## config.mk

```make
export PLATFORM = sky130hd
export DESIGN_NAME = http_request_header_parser_flat
export DESIGN_NICKNAME = d
export VERILOG_FILES = /design/src/hrhp_pkg.sv /design/src/hrhp_if.sv /design/src/http_request_header_parser.sv /design/src/flat_wrapper.sv
export SDC_FILE = /design/constraint.sdc
export NUM_CORES = 1
export LEC_CHECK = 0
export BUFFER_PORTS_ARGS = -buffer_cell sky130_fd_sc_hd__buf_2
export CAP_MARGIN = 10
export CORE_MARGIN = 4
export CORE_UTILIZATION = 30
export CTS_BUF_LIST = sky130_fd_sc_hd__clkbuf_8
export DETAILED_ROUTE_END_ITERATION = 7
export GPL_TIMING_DRIVEN = 0
export PLACE_DENSITY = 0.57
export SLEW_MARGIN = 0
export SYNTH_ARGS = -nofsm -noshare
export SYNTH_HDL_FRONTEND = slang
export SYNTH_SLANG_ARGS = --single-unit
```

## constraint.sdc

```tcl
create_clock -name clk -period 4.38 [get_ports clk]
set_clock_uncertainty 0.2 [all_clocks]
set_input_delay 0.219 -clock clk [delete_from_list [all_inputs] [get_ports clk]]
set_output_delay 0.219 -clock clk [all_outputs]
set_load 0.005 [all_outputs]
```

## src/hrhp_pkg.sv

```systemverilog
package hrhp_pkg;

	// verdict codes
	typedef enum logic [1:0] {
		V_INCOMPLETE = 2'd0,
		V_COMPLETE   = 2'd1,
		V_ERROR      = 2'd2
	} verdict_t;

	// byte role codes
	typedef enum logic [2:0] {
		ROLE_NONE   = 3'd0,
		ROLE_METHOD = 3'd1,
		ROLE_URI    = 3'd2,
		ROLE_NAME   = 3'd3,
		ROLE_VALUE  = 3'd4
	} role_t;

	// grammar position, one-hot
	typedef enum logic [20:0] {
		PH_METHOD_START = 21'h000001,
		PH_METHOD       = 21'h000002,
		PH_URI_START    = 21'h000004,
		PH_URI          = 21'h000008,
		PH_VER_H        = 21'h000010,
		PH_VER_T1       = 21'h000020,
		PH_VER_T2       = 21'h000040,
		PH_VER_P        = 21'h000080,
		PH_VER_SLASH    = 21'h000100,
		PH_MAJOR_START  = 21'h000200,
		PH_MAJOR        = 21'h000400,
		PH_MINOR_START  = 21'h000800,
		PH_MINOR        = 21'h001000,
		PH_LF_1         = 21'h002000,
		PH_LINE_START   = 21'h004000,
		PH_LWS          = 21'h008000,
		PH_NAME         = 21'h010000,
		PH_SPACE_BEFORE = 21'h020000,
		PH_VALUE        = 21'h040000,
		PH_LF_2         = 21'h080000,
		PH_LF_3         = 21'h100000
	} phase_t;

	localparam logic [7:0] CH_CR    = 8'h0D;
	localparam logic [7:0] CH_LF    = 8'h0A;
	localparam logic [7:0] CH_TAB   = 8'h09;
	localparam logic [7:0] CH_SPACE = 8'h20;
	localparam logic [7:0] CH_H     = 8'h48;
	localparam logic [7:0] CH_T     = 8'h54;
	localparam logic [7:0] CH_P     = 8'h50;
	localparam logic [7:0] CH_SLASH = 8'h2F;
	localparam logic [7:0] CH_COLON = 8'h3A;
	localparam logic [7:0] CH_DOT   = 8'h2E;
	localparam logic [7:0] CH_ZERO  = 8'h30;
	localparam logic [7:0] CH_NINE  = 8'h39;
	localparam logic [7:0] CH_DEL   = 8'h7F;
	localparam logic [7:0] CTL_MAX  = 8'h1F;
	localparam logic [7:0] VER_MAX  = 8'hFF;

	function automatic logic is_ctl(input logic [7:0] b);
		return (b <= CTL_MAX) || (b == CH_DEL);
	endfunction

	function automatic logic is_sep(input logic [7:0] b);
		return b inside {8'h28, 8'h29, 8'h3C, 8'h3E, 8'h40, 8'h2C, 8'h3B, 8'h3A, 8'h5C,
			8'h22, 8'h2F, 8'h5B, 8'h5D, 8'h3F, 8'h3D, 8'h7B, 8'h7D, 8'h20, 8'h09};
	endfunction

	function automatic logic is_token(input logic [7:0] b);
		return !b[7] && !is_ctl(b) && !is_sep(b);
	endfunction

	function automatic logic is_digit(input logic [7:0] b);
		return (b >= CH_ZERO) && (b <= CH_NINE);
	endfunction

	// acc*10 + digit, saturating at 255
	function automatic logic [7:0] acc_digit(input logic [7:0] acc, input logic [7:0] b);
		logic [11:0] sum;
		sum = ({4'd0, acc} << 3) + ({4'd0, acc} << 1) + {8'd0, b[3:0]};
		return (sum > {4'd0, VER_MAX}) ? VER_MAX : sum[7:0];
	endfunction

endpackage

```

## src/hrhp_if.sv

```systemverilog
interface hrhp_in_if;
	logic       valid;
	logic       ready;
	logic [7:0] rx_byte;
	logic       restart;

	modport source (output valid, output rx_byte, output restart, input ready);
	modport sink (input valid, input rx_byte, input restart, output ready);
endinterface

interface hrhp_out_if;
	logic       valid;
	logic       ready;
	logic [1:0] verdict;
	logic [2:0] byte_role;
	logic       header_begin;
	logic [7:0] echo_byte;
	logic [7:0] version_major;
	logic [7:0] version_minor;

	modport source (output valid, output verdict, output byte_role, output header_begin,
		output echo_byte, output version_major, output version_minor, input ready);
	modport sink (input valid, input verdict, input byte_role, input header_begin,
		input echo_byte, input version_major, input version_minor, output ready);
endinterface

```

## src/http_request_header_parser.sv

```systemverilog
// HTTP/1.1 request line and header parser. Feed the request text one byte per item on req;
// every byte gives exactly one result item on res, in order, with a verdict (incomplete,
// complete, syntax error), the role of the byte (method, uri, header name, header value or
// none), a flag on the first byte of each header name, the byte itself, and the version
// numbers seen so far (saturating at 255). A syntax error leaves the parse position where it
// was, so the next byte is judged at the same place; restart on a byte starts a new request
// with that byte. The block takes one byte per clock cycle unless the result side stalls:
// a byte goes through an input register, the combinational grammar logic, and an output
// register, where its result can be taken. The grammar position lives in a one-hot phase
// register, beside the header-seen flag and the version numbers, all updated as each byte
// leaves the input register, which is what sets the rate. A stalled result side holds the
// output register, and the input register still takes one more byte if it is empty.
module http_request_header_parser (
	input logic       clk,
	input logic       arst_n,
	hrhp_in_if.sink   req,
	hrhp_out_if.source res
);

	// input stage
	logic       valid_s1;
	logic [7:0] rx_byte_s1;
	logic       restart_s1;

	// output stage
	logic                valid_s2;
	hrhp_pkg::verdict_t  verdict_s2;
	hrhp_pkg::role_t     role_s2;
	logic                begin_s2;
	logic [7:0]          echo_s2;
	logic [7:0]          major_s2;
	logic [7:0]          minor_s2;

	// parse state
	hrhp_pkg::phase_t phase_q;
	logic             hdr_seen_q;
	logic [7:0]       major_q;
	logic [7:0]       minor_q;

	logic advance;
	logic take_in;

	// state seen by the current byte (after an optional restart)
	hrhp_pkg::phase_t phase_cur;
	logic             hdr_seen_cur;
	logic [7:0]       major_cur;
	logic [7:0]       minor_cur;

	// next values
	hrhp_pkg::phase_t   phase_nxt;
	logic               hdr_seen_nxt;
	logic [7:0]         major_nxt;
	logic [7:0]         minor_nxt;
	hrhp_pkg::verdict_t verdict_nxt;
	hrhp_pkg::role_t    role_nxt;
	logic               begin_nxt;
	logic               err;

	// handshake: output register frees when empty or taken
	assign advance   = !valid_s2 || res.ready;
	assign req.ready = !valid_s1 || advance;
	assign take_in   = req.valid && req.ready;

	always_comb begin
		phase_cur    = restart_s1 ? hrhp_pkg::PH_METHOD_START : phase_q;
		hdr_seen_cur = restart_s1 ? 1'b0 : hdr_seen_q;
		major_cur    = restart_s1 ? 8'd0 : major_q;
		minor_cur    = restart_s1 ? 8'd0 : minor_q;
	end

	// grammar step
	always_comb begin
		phase_nxt    = phase_cur;
		hdr_seen_nxt = hdr_seen_cur;
		major_nxt    = major_cur;
		minor_nxt    = minor_cur;
		verdict_nxt  = hrhp_pkg::V_INCOMPLETE;
		role_nxt     = hrhp_pkg::ROLE_NONE;
		begin_nxt    = 1'b0;
		err          = 1'b0;
		case (phase_cur)
			hrhp_pkg::PH_METHOD_START: begin
				if (hrhp_pkg::is_token(rx_byte_s1)) begin
					phase_nxt = hrhp_pkg::PH_METHOD;
					role_nxt  = hrhp_pkg::ROLE_METHOD;
				end else
					err = 1'b1;
			end
			hrhp_pkg::PH_METHOD: begin
				if (rx_byte_s1 == hrhp_pkg::CH_SPACE)
					phase_nxt = hrhp_pkg::PH_URI_START;
				else if (hrhp_pkg::is_token(rx_byte_s1))
					role_nxt = hrhp_pkg::ROLE_METHOD;
				else
					err = 1'b1;
			end
			hrhp_pkg::PH_URI_START: begin
				if (hrhp_pkg::is_ctl(rx_byte_s1) || rx_byte_s1 == hrhp_pkg::CH_SPACE)
					err = 1'b1;
				else begin
					phase_nxt = hrhp_pkg::PH_URI;
					role_nxt  = hrhp_pkg::ROLE_URI;
				end
			end
			hrhp_pkg::PH_URI: begin
				if (rx_byte_s1 == hrhp_pkg::CH_SPACE)
					phase_nxt = hrhp_pkg::PH_VER_H;
				else if (hrhp_pkg::is_ctl(rx_byte_s1))
					err = 1'b1;
				else
					role_nxt = hrhp_pkg::ROLE_URI;
			end
			hrhp_pkg::PH_VER_H: begin
				if (rx_byte_s1 == hrhp_pkg::CH_H) phase_nxt = hrhp_pkg::PH_VER_T1;
				else err = 1'b1;
			end
			hrhp_pkg::PH_VER_T1: begin
				if (rx_byte_s1 == hrhp_pkg::CH_T) phase_nxt = hrhp_pkg::PH_VER_T2;
				else err = 1'b1;
			end
			hrhp_pkg::PH_VER_T2: begin
				if (rx_byte_s1 == hrhp_pkg::CH_T) phase_nxt = hrhp_pkg::PH_VER_P;
				else err = 1'b1;
			end
			hrhp_pkg::PH_VER_P: begin
				if (rx_byte_s1 == hrhp_pkg::CH_P) phase_nxt = hrhp_pkg::PH_VER_SLASH;
				else err = 1'b1;
			end
			hrhp_pkg::PH_VER_SLASH: begin
				if (rx_byte_s1 == hrhp_pkg::CH_SLASH) begin
					major_nxt = 8'd0;
					minor_nxt = 8'd0;
					phase_nxt = hrhp_pkg::PH_MAJOR_START;
				end else
					err = 1'b1;
			end
			hrhp_pkg::PH_MAJOR_START: begin
				if (hrhp_pkg::is_digit(rx_byte_s1)) begin
					major_nxt = hrhp_pkg::acc_digit(major_cur, rx_byte_s1);
					phase_nxt = hrhp_pkg::PH_MAJOR;
				end else
					err = 1'b1;
			end
			hrhp_pkg::PH_MAJOR: begin
				if (rx_byte_s1 == hrhp_pkg::CH_DOT)
					phase_nxt = hrhp_pkg::PH_MINOR_START;
				else if (hrhp_pkg::is_digit(rx_byte_s1))
					major_nxt = hrhp_pkg::acc_digit(major_cur, rx_byte_s1);
				else
					err = 1'b1;
			end
			hrhp_pkg::PH_MINOR_START: begin
				if (hrhp_pkg::is_digit(rx_byte_s1)) begin
					minor_nxt = hrhp_pkg::acc_digit(minor_cur, rx_byte_s1);
					phase_nxt = hrhp_pkg::PH_MINOR;
				end else
					err = 1'b1;
			end
			hrhp_pkg::PH_MINOR: begin
				if (rx_byte_s1 == hrhp_pkg::CH_CR)
					phase_nxt = hrhp_pkg::PH_LF_1;
				else if (hrhp_pkg::is_digit(rx_byte_s1))
					minor_nxt = hrhp_pkg::acc_digit(minor_cur, rx_byte_s1);
				else
					err = 1'b1;
			end
			hrhp_pkg::PH_LF_1: begin
				if (rx_byte_s1 == hrhp_pkg::CH_LF) phase_nxt = hrhp_pkg::PH_LINE_START;
				else err = 1'b1;
			end
			hrhp_pkg::PH_LINE_START: begin
				if (rx_byte_s1 == hrhp_pkg::CH_CR)
					phase_nxt = hrhp_pkg::PH_LF_3;
				else if (hdr_seen_cur && (rx_byte_s1 == hrhp_pkg::CH_SPACE
						|| rx_byte_s1 == hrhp_pkg::CH_TAB))
					phase_nxt = hrhp_pkg::PH_LWS;
				else if (hrhp_pkg::is_token(rx_byte_s1)) begin
					hdr_seen_nxt = 1'b1;
					phase_nxt    = hrhp_pkg::PH_NAME;
					role_nxt     = hrhp_pkg::ROLE_NAME;
					begin_nxt    = 1'b1;
				end else
					err = 1'b1;
			end
			hrhp_pkg::PH_LWS: begin
				if (rx_byte_s1 == hrhp_pkg::CH_CR)
					phase_nxt = hrhp_pkg::PH_LF_2;
				else if (rx_byte_s1 == hrhp_pkg::CH_SPACE || rx_byte_s1 == hrhp_pkg::CH_TAB)
					phase_nxt = hrhp_pkg::PH_LWS;
				else if (hrhp_pkg::is_ctl(rx_byte_s1))
					err = 1'b1;
				else begin
					phase_nxt = hrhp_pkg::PH_VALUE;
					role_nxt  = hrhp_pkg::ROLE_VALUE;
				end
			end
			hrhp_pkg::PH_NAME: begin
				if (rx_byte_s1 == hrhp_pkg::CH_COLON)
					phase_nxt = hrhp_pkg::PH_SPACE_BEFORE;
				else if (hrhp_pkg::is_token(rx_byte_s1))
					role_nxt = hrhp_pkg::ROLE_NAME;
				else
					err = 1'b1;
			end
			hrhp_pkg::PH_SPACE_BEFORE: begin
				if (rx_byte_s1 == hrhp_pkg::CH_SPACE) phase_nxt = hrhp_pkg::PH_VALUE;
				else err = 1'b1;
			end
			hrhp_pkg::PH_VALUE: begin
				if (rx_byte_s1 == hrhp_pkg::CH_CR)
					phase_nxt = hrhp_pkg::PH_LF_2;
				else if (hrhp_pkg::is_ctl(rx_byte_s1))
					err = 1'b1;
				else
					role_nxt = hrhp_pkg::ROLE_VALUE;
			end
			hrhp_pkg::PH_LF_2: begin
				if (rx_byte_s1 == hrhp_pkg::CH_LF) phase_nxt = hrhp_pkg::PH_LINE_START;
				else err = 1'b1;
			end
			hrhp_pkg::PH_LF_3: begin
				// blank line seen: each further lf reports complete again
				if (rx_byte_s1 == hrhp_pkg::CH_LF) verdict_nxt = hrhp_pkg::V_COMPLETE;
				else err = 1'b1;
			end
			default: begin
				err = 1'b1;
			end
		endcase
		// a rejected byte changes nothing
		if (err) begin
			phase_nxt    = phase_cur;
			hdr_seen_nxt = hdr_seen_cur;
			major_nxt    = major_cur;
			minor_nxt    = minor_cur;
			verdict_nxt  = hrhp_pkg::V_ERROR;
			role_nxt     = hrhp_pkg::ROLE_NONE;
			begin_nxt    = 1'b0;
		end
	end

	// input register
	always_ff @(posedge clk or negedge arst_n) begin
		if (!arst_n) begin
			valid_s1 <= 1'b0;
		end else if (req.ready) begin
			valid_s1 <= req.valid;
		end
	end

	always_ff @(posedge clk) begin
		if (take_in) begin
			rx_byte_s1 <= req.rx_byte;
			restart_s1 <= req.restart;
		end
	end

	// parse state and output valid
	always_ff @(posedge clk or negedge arst_n) begin
		if (!arst_n) begin
			valid_s2   <= 1'b0;
			phase_q    <= hrhp_pkg::PH_METHOD_START;
			hdr_seen_q <= 1'b0;
			major_q    <= 8'd0;
			minor_q    <= 8'd0;
		end else if (advance) begin
			valid_s2 <= valid_s1;
			if (valid_s1) begin
				phase_q    <= phase_nxt;
				hdr_seen_q <= hdr_seen_nxt;
				major_q    <= major_nxt;
				minor_q    <= minor_nxt;
			end
		end
	end

	// output payload
	always_ff @(posedge clk) begin
		if (advance && valid_s1) begin
			verdict_s2 <= verdict_nxt;
			role_s2    <= role_nxt;
			begin_s2   <= begin_nxt;
			echo_s2    <= rx_byte_s1;
			major_s2   <= major_nxt;
			minor_s2   <= minor_nxt;
		end
	end

	assign res.valid         = valid_s2;
	assign res.verdict       = verdict_s2;
	assign res.byte_role     = role_s2;
	assign res.header_begin  = begin_s2;
	assign res.echo_byte     = echo_s2;
	assign res.version_major = major_s2;
	assign res.version_minor = minor_s2;

	// rejected bytes carry no role and open no header
	a_err_clean: assert property (@(posedge clk) disable iff (!arst_n)
		valid_s2 && verdict_s2 == hrhp_pkg::V_ERROR |-> role_s2 == hrhp_pkg::ROLE_NONE && !begin_s2)
		else $error("error result carries a role or header begin");

	// a header begin is a header name byte and marks a header as seen
	a_begin_name: assert property (@(posedge clk) disable iff (!arst_n)
		valid_s2 && begin_s2 |-> role_s2 == hrhp_pkg::ROLE_NAME && hdr_seen_q)
		else $error("header begin without header name state");

	// complete is only reported while waiting for the final lf
	a_complete_phase: assert property (@(posedge clk) disable iff (!arst_n)
		valid_s2 && verdict_s2 == hrhp_pkg::V_COMPLETE |-> phase_q == hrhp_pkg::PH_LF_3)
		else $error("complete reported outside final lf phase");

	// no byte is taken while both stages are full and the output is stalled
	a_no_overrun: assert property (@(posedge clk) disable iff (!arst_n)
		valid_s1 && valid_s2 && !res.ready |-> !take_in)
		else $error("input item accepted with both stages full");

	// result payload holds under backpressure
	a_hold: assert property (@(posedge clk) disable iff (!arst_n)
		valid_s2 && !res.ready |=> valid_s2 && $stable(echo_s2) && $stable(verdict_s2))
		else $error("stalled result changed");

endmodule

```

## src/flat_wrapper.sv

```systemverilog
// flat-port wrapper written by rule: the top's interface ports become plain ports
module http_request_header_parser_flat 
  (clk, arst_n, req_valid, req_rx_byte, req_restart, req_ready, res_valid, res_verdict, res_byte_role, res_header_begin, res_echo_byte, res_version_major, res_version_minor, res_ready);
  hrhp_in_if req_i ();
  hrhp_out_if res_i ();
  input logic clk;
  input logic arst_n;
  input wire logic [$bits(req_i.valid)-1:0] req_valid;
  input wire logic [$bits(req_i.rx_byte)-1:0] req_rx_byte;
  input wire logic [$bits(req_i.restart)-1:0] req_restart;
  output wire logic [$bits(req_i.ready)-1:0] req_ready;
  output wire logic [$bits(res_i.valid)-1:0] res_valid;
  output wire logic [$bits(res_i.verdict)-1:0] res_verdict;
  output wire logic [$bits(res_i.byte_role)-1:0] res_byte_role;
  output wire logic [$bits(res_i.header_begin)-1:0] res_header_begin;
  output wire logic [$bits(res_i.echo_byte)-1:0] res_echo_byte;
  output wire logic [$bits(res_i.version_major)-1:0] res_version_major;
  output wire logic [$bits(res_i.version_minor)-1:0] res_version_minor;
  input wire logic [$bits(res_i.ready)-1:0] res_ready;
  assign req_i.valid = req_valid;
  assign req_i.rx_byte = req_rx_byte;
  assign req_i.restart = req_restart;
  assign req_ready = req_i.ready;
  assign res_valid = res_i.valid;
  assign res_verdict = res_i.verdict;
  assign res_byte_role = res_i.byte_role;
  assign res_header_begin = res_i.header_begin;
  assign res_echo_byte = res_i.echo_byte;
  assign res_version_major = res_i.version_major;
  assign res_version_minor = res_i.version_minor;
  assign res_i.ready = res_ready;
  http_request_header_parser u_core (.clk(clk), .arst_n(arst_n), .req(req_i), .res(res_i));
endmodule
```

== After elaboration in Yosys (flattened, before gate mapping) ==
Index checks and enable logic that the tools add are counted.

* Register bits after elaboration: 79
* Bits of input ports: 13
* Logic and storage cells: 181

* Muxes and demuxes: 84
* Equality and inequality tests: 47
* Reduce and logical (&&, ||, !) cells: 24
* Order comparisons: 5
* Add/subtract/negate cells: 4
* Bitwise gates (word level): 2

{| class="wikitable"
|+ Operators by type and width
! kind !! count
|-
| 21-bit 2-to-1 mux || 25
|-
| 21-bit one-hot mux with 19 select lines || 1
|-
| 8-bit by 6-bit equality test with 1-bit output (second input constant) || 13
|-
| 8-bit 2-to-1 mux || 12
|-
| 8-bit by 7-bit equality test with 1-bit output (second input constant) || 10
|-
| 8-bit one-hot mux with 3 select lines || 2
|-
| 1-bit 2-to-1 mux || 29
|-
| 11-bit by 9-bit adder with 12-bit output || 2
|-
| 12-bit by 4-bit adder with 12-bit output || 2
|-
| 8-bit by 4-bit equality test with 1-bit output (second input constant) || 3
|-
| 12-bit by 8-bit > comparator with 1-bit output (second input constant) || 2
|-
| 3-bit 2-to-1 mux || 8
|-
| 3-bit one-hot mux with 8 select lines || 1
|-
| 21-bit by 1-bit equality test with 1-bit output (second input constant) || 1
|-
| 21-bit by 10-bit equality test with 1-bit output (second input constant) || 1
|-
| 21-bit by 11-bit equality test with 1-bit output (second input constant) || 1
|-
| 21-bit by 12-bit equality test with 1-bit output (second input constant) || 1
|-
| 21-bit by 13-bit equality test with 1-bit output (second input constant) || 1
|-
| 21-bit by 14-bit equality test with 1-bit output (second input constant) || 1
|-
| 21-bit by 15-bit equality test with 1-bit output (second input constant) || 1
|-
| 21-bit by 16-bit equality test with 1-bit output (second input constant) || 1
|-
| 21-bit by 17-bit equality test with 1-bit output (second input constant) || 1
|-
| 21-bit by 18-bit equality test with 1-bit output (second input constant) || 1
|-
| 21-bit by 19-bit equality test with 1-bit output (second input constant) || 1
|-
| other kinds (24) || 45
|}

== Depth between registers and ports, before layout ==
* Depth after elaboration: 10
* Depth in mapped cells: 18
* Depth with buffers taken out: 14

== Worst setup path after synthesis ==
OpenSTA, ideal clock, no wires.

* Path kind: register to register
* Start: reg u_core.restart_s1
* End: reg u_core.minor_q[2]
* Data required time: 4.054 ns
* Buffers on the path: 5
* Setup time: 0.126 ns
* Path slack: -0.425 ns
* Data arrival time: 4.479 ns
* Period minus slack after synthesis: 4.805 ns
* Stages on the path, launching flop included: 18
* Cell sequence: edfxtp_1 > clkbuf_1 > clkbuf_1 > clkbuf_1 > clkbuf_1 > nor2_1 > ha_1 > fa_1 > a21o_1 > a211oi_1 > nor2_1 > nor2_1 > xnor2_1 > or4b_2 > or3_1 > buf_1 > o41a_1 > mux2_2

* Cells in the longest elaborated chain, start to end: 9
* Elaborated cells between the ends (all ways): 40
* Classes of those cells: add/sub: 2; order compare: 1; eq/ne: 21; mux: 12; reduce/logical: 4

{| class="wikitable"
|+ RTL lines
! item !! line !! text
|-
| start: declaration || http_request_header_parser.sv:23 || <nowiki>logic restart_s1;</nowiki>
|-
| start signal: assignment || http_request_header_parser.sv:254 || <nowiki>restart_s1 <= req.restart;</nowiki>
|-
| 8-bit 2-to-1 mux || http_request_header_parser.sv:68 || <nowiki>minor_cur = restart_s1 ? 8'd0 : minor_q;</nowiki>
|-
| 11-bit by 9-bit adder with 12-bit output || hrhp_pkg.sv:80 || <nowiki>sum = ({4'd0, acc} << 3) + ({4'd0, acc} << 1) + {8'd0, b[3:0]};</nowiki>
|-
| 12-bit by 4-bit adder with 12-bit output || hrhp_pkg.sv:80 ||
|-
| 12-bit by 8-bit > comparator with 1-bit output || hrhp_pkg.sv:81 || <nowiki>return (sum > {4'd0, VER_MAX}) ? VER_MAX : sum[7:0];</nowiki>
|-
| 8-bit 2-to-1 mux || hrhp_pkg.sv:81 ||
|-
| 8-bit 2-to-1 mux || http_request_header_parser.sv:153, http_request_header_parser.sv:162 ||
|-
| 8-bit 2-to-1 mux || http_request_header_parser.sv:160 || <nowiki>if (rx_byte_s1 == hrhp_pkg::CH_CR)</nowiki>
|-
| 8-bit one-hot mux with 3 select lines || http_request_header_parser.sv:81 || <nowiki>case (phase_cur)</nowiki>
|-
| 8-bit 2-to-1 mux (*) || http_request_header_parser.sv:231 || <nowiki>if (err) begin</nowiki>
|-
| net u_core.minor_nxt[2] || http_request_header_parser.sv:53 || <nowiki>logic [7:0] minor_nxt;</nowiki>
|-
| end signal: assignment || http_request_header_parser.sv:272 || <nowiki>minor_q <= minor_nxt;</nowiki>
|-
| end: declaration || http_request_header_parser.sv:38 || <nowiki>logic [7:0] minor_q;</nowiki>
|}

The timed path passes the listed nets; every way through them passes the cells marked *.
A chain may end at the register's enable or synchronous reset.

== Worst setup path after layout ==
* Start: reg u_core.phase_q[4]
* End: reg u_core.phase_q[1]

* Cells in the longest elaborated chain, start to end: 5
* Elaborated cells between the ends (all ways): 29
* Classes of those cells: eq/ne: 21; mux: 4; reduce/logical: 4

{| class="wikitable"
|+ RTL lines
! item !! line !! text
|-
| start: declaration || http_request_header_parser.sv:35 || <nowiki>hrhp_pkg::phase_t phase_q;</nowiki>
|-
| start signal: assignment || http_request_header_parser.sv:262 || <nowiki>phase_q <= hrhp_pkg::PH_METHOD_START;</nowiki>
|-
| start signal: assignment || http_request_header_parser.sv:269 || <nowiki>phase_q <= phase_nxt;</nowiki>
|-
| 21-bit 2-to-1 mux (*) || http_request_header_parser.sv:65 || <nowiki>phase_cur = restart_s1 ? hrhp_pkg::PH_METHOD_START : phase_q;</nowiki>
|-
| 21-bit by 14-bit equality test with 1-bit output (tied with other cells) || http_request_header_parser.sv:81 ||
|-
| 3-bit OR reduction (no line) / 2-bit OR reduction (equally long branches) || -- ||
|-
| 1-bit one-hot mux with 17 select lines / 21-bit one-hot mux with 19 select lines (equally long branches) || http_request_header_parser.sv:81 ||
|-
| 21-bit 2-to-1 mux (*) || http_request_header_parser.sv:231 ||
|}

Mark *: on every way between the ends. The rest lies on a longest branch, timed or not.

==> results by group <==
Layout
  • Fin nets: 856
  • FF+latch area: 2173 µm²
  • Multi-input gate area: 3933 µm²
  • Layout Cells excl Fill: 1,081
  • Fill cell count: 2,053
  • Ratio of cells with drive above 1 in the final layout: 18.87%
  • Ant diodes: 0
  • Fin area: 7521 µm²
  • Area grow syn2layout: 22.82%

Power
  • Switching power: 940.2 µW
  • Clk network pwr share: 27.5%
  • P_int: 1462 µW
  • Combinational Power Share: 36.0%
  • Reg power frac: 36.5%
  • Peak supply drop: 0.0001832 V
  • LEAKAGE: 0.003099 µW
  • Tot Pwr: 2402 µW
  • Pwr/cell area: 319.4 nW/µm²
  • Net Sw Frac: 39.14%

Floorplan
  • Core area: 19,780 µm²
  • Std cell rows: 51
  • Starting Density: 30.96%
  • Die outline height: 150.9 µm
  • Top-Level Pins: 45
  • Chip width: 150.9 µm
  • Area of the die: 22,760 µm²

Run status
  • Status: complete, no violations

Worst setup path
  • Crit Path Max Fanout: 10
  • Critical Path Start Type: flip-flop
  • Worst path depth: 11
  • Slowest cell delay on critical path: 0.58 ns
  • Crit-path slowest cell: or4_4
  • R2r startpoint: u_core.phase_q[4]
  • CP Launch Point: u_core.phase_q[4]
  • WP buf/inv: 2
  • R2r setup slk: 0.09 ns
  • Worst Setup EP: u_core.phase_q[1]
  • Worst r2r path cells: 11
  • Critical path's top delay family: simple AND/OR/NAND/NOR gates
  • CP Class: flip-flop to flip-flop
  • Worst Path Arrival: 4.38 ns
  • Kind of end point of the critical path: flip-flop
  • Most frequent CP cell: nor4_1
  • Crit path required time: 4.47 ns
  • Reg2Reg Capture Point: u_core.phase_q[1]
  • Crit-path cells: nor4_1 > clkbuf_2 > nand2_1 > nor4_1 > nor4_1 > and4_1 > nand3_1 > or4b_1 > buf_2 > or4_4 > a32o_1

Logic synthesis
  • Top cells by count, synth: nor2_1, nand2_1, o21ai_0
  • Number of synthesized flops with an enable pin: 39
  • Mapped cell area: 6123 µm²
  • Ranking of synthesized cells by area: edfxtp_1, dfrtp_1, ha_1
  • Yosys warns: 0
  • Main synth FF type: edfxtp_1
  • Asr flop ratio synth: 50.63%
  • Post-Syn Area per Cell: 8.517 µm²
  • Synth top area share: 19.13%
  • Synth unique cells: 81
  • Register bit total from synthesis: 79
  • Post-Syn Instances: 719
  • Syn nets: 764
  • Top-count cell post-synth: nor2_1
  • Area leader, netlist: edfxtp_1
  • Register area share after synthesis: 35.49%

Place
  • Area post-placement: 6720 µm²
  • Port buffer count: 44
  • Placed Cells: 1,030
  • RePlAce Congestion: 0.9826
  • Setup WS pre-CTS: -0.5237 ns
  • Post-DP HPWL: 16,000 µm

Timing
  • Final Hold Vio Count: 0
  • Fmax: 0.2330 GHz
  • Final Critical Period: 4.292 ns
  • Unrepaired setup endpoints after global routing: yes
  • Worst-margin pin slew: 0.9988 ns
  • Crit share post-route: 97.99%
  • # setup viols final: 0
  • Normalized max-slew margin: 33.41%
  • Worst Slack Setup Final: 0.08808 ns
  • Fin. max-slew vios: 0

Global route
  • Vias in the first global route: 5,830
  • Pin count of the biggest net entering global routing: 41
  • Tot GR Track Use: 19.28%
  • Gr ovfl total: 0
  • First-pass GRT wire length: 33,530 µm
  • Initial antenna violation count: 1

Clock tree
  • Reg clk slew, reported paths: 0.09 ns
  • TritonCTS clock tree: done
  • CTS root buf: clkbuf_8
  • CTS Buf Count: 9
  • H-tree depth: 3
  • Max Buffers Root-to-Sink: 2
  • Clock sinks: 79
  • Worst-Skew Late Latency: 0.39 ns

Hold path
  • Path type of the worst min-delay path: flip-flop to flip-flop

Routing
  • DRT iter0 DRCs: 634
  • DRC viols: 0
  • Post-route ant nets: 0
  • TritonRoute pass-1 iters: 5
  • Final wirelength: 21,840 µm
  • Vias per cell: 5.802
  • Via count: 6,272
  • Per-cell routed wire length: 20.20 µm

Job
  • Max Cap Viol: 0
cells in the final DEF (no fill, tap or decap), drive strengths merged, types with 4 or more instances in the layout:
| cell | netlist | final |
|---|---|---|
| nand3 | 33 | 33 |
| xnor2 | 7 | 7 |
| o211ai | 8 | 8 |
| o21ai | 51 | 51 |
| nor2b | 28 | 28 |
| o31ai | 6 | 6 |
| nand2 | 69 | 69 |
| a2111oi | 4 | 4 |
| nand4 | 18 | 18 |
| dfrtp | 39 | 39 |
| edfxtp | 39 | 39 |
| or4 | 13 | 13 |
| or2 | 5 | 5 |
| a31oi | 4 | 4 |
| and4 | 5 | 5 |
| nor2 | 76 | 76 |
| buf | 9 | 78 |
| ha | 30 | 30 |
| nor3 | 30 | 30 |
| clkbuf | 32 | 42 |
| nand2b | 14 | 14 |
| nand4b | 5 | 5 |
| or3 | 11 | 11 |
| a21o | 12 | 12 |
| nor4b | 12 | 12 |
| nor3b | 6 | 6 |
| inv | 12 | 14 |
| dlygate4sd3 | 0 | 13 |
| and2 | 9 | 9 |
| a21oi | 28 | 28 |
| xor2 | 4 | 4 |
| nor4 | 24 | 24 |
| nand3b | 4 | 4 |
| and3 | 6 | 6 |
layout make-up:
| type | count | share of cell area, % |
|---|---|---|
| inverter | 12 | 0.5989 |
| tap | 265 | 4.409 |
| timing repair buffer | 84 | 7.569 |
| clock buffer | 11 | 2.013 |
| multi-input combinational | 587 | 52.29 |
| sequential | 79 | 28.90 |
| buffer | 38 | 3.161 |
| clock inverter | 5 | 1.065 |
sequential cells by signal (all words and copies together) (netlist names), 2 cells and up:
name	cells
u_core.res.byte_role	3
u_core.res.version_minor	8
u_core.res.echo_byte	8
u_core.res.verdict	2
u_core.phase_q	21
u_core.major_q	8
u_core.rx_byte_s1	8
u_core.res.version_major	8
u_core.minor_q	8
kinds of logic (layout without fill, tap and decap cells):
group | count (synthesis) | after routing | share of synthesized area [%]
simple gates | 376 | 376 | 33.57
compound gates | 163 | 163 | 18.17
flops | 79 | 79 | 35.49
buf+inv | 53 | 150 | 3.535
fa+ha+maj | 32 | 32 | 6.784
xor+xnor | 11 | 11 | 1.573
mux | 5 | 5 | 0.8786
power by group through the flow:
| stage | combinational, µW | sequential (µW) | clock (µW) |
|---|---|---|---|
| 2_1_floorplan | 488 | 888 | 0 |
| 3_3_place_gp | 767 | 895 | 0 |
| 3_5_place_dp | 764 | 894 | 0 |
| 4_1_cts | 802 | 878 | 681 |
| 5_1_grt | 912 | 885 | 708 |
| 6_report | 864 | 878 | 660 |
how the worst min path moves through the flow:
| stage | from | cells after the start | slack, ns | endpoint |
|---|---|---|---|---|
| after floorplan | arst_n | 0 | -0.28 | u_core.hdr_seen_q |
| after global placement | req_rx_byte[0] | 1 | 0.20 | u_core.rx_byte_s1[0] |
| after detailed placement | req_restart | 1 | 0.20 | u_core.restart_s1 |
| after CTS | u_core.rx_byte_s1[1] | 0 | 0.26 | u_core.res.echo_byte[1] |
| after global routing | u_core.rx_byte_s1[5] | 0 | 0.27 | u_core.res.echo_byte[5] |
| final | u_core.rx_byte_s1[1] | 0 | 0.26 | u_core.res.echo_byte[1] |
metal layers:
layer / up-vias / part of all wire [%] / global-route usage, %
li1: 2904 / - / -
met1: 2963 / 43 / 26.20
met2: 332 / 43 / 28.96
met3: 71 / 8.1 / 3.800
met4: 2 / 5.0 / 10.06
met5: - / 0.060 / 0
per-stage QoR:
stage / hold slack [ns] / setup TNS [ns] / utilization (%)
2_1_floorplan: -0.2766 / 0 / -
3_3_place_gp: 0.1956 / -6.633 / 33.83
3_5_place_dp: 0.1971 / -3.905 / 33.97
4_1_cts: 0.2581 / -0.007616 / 36.95
5_1_grt: 0.2678 / -0.05514 / 38.02
6_report: 0.2559 / 0 / 38.02
repair_timing:
action | 4_1_cts | 5_1_grt
endpoints found under the setup margin | 21 | 39
pin swaps | 14 | 6
hold endpoints to repair | 50 | 0
hold buffers | 13 | 0
gates resized for setup | 27 | 29
setup buffers | 13 | 11
cloned | 0 | 1
Note: power is estimated with default switching activity, not from simulation.
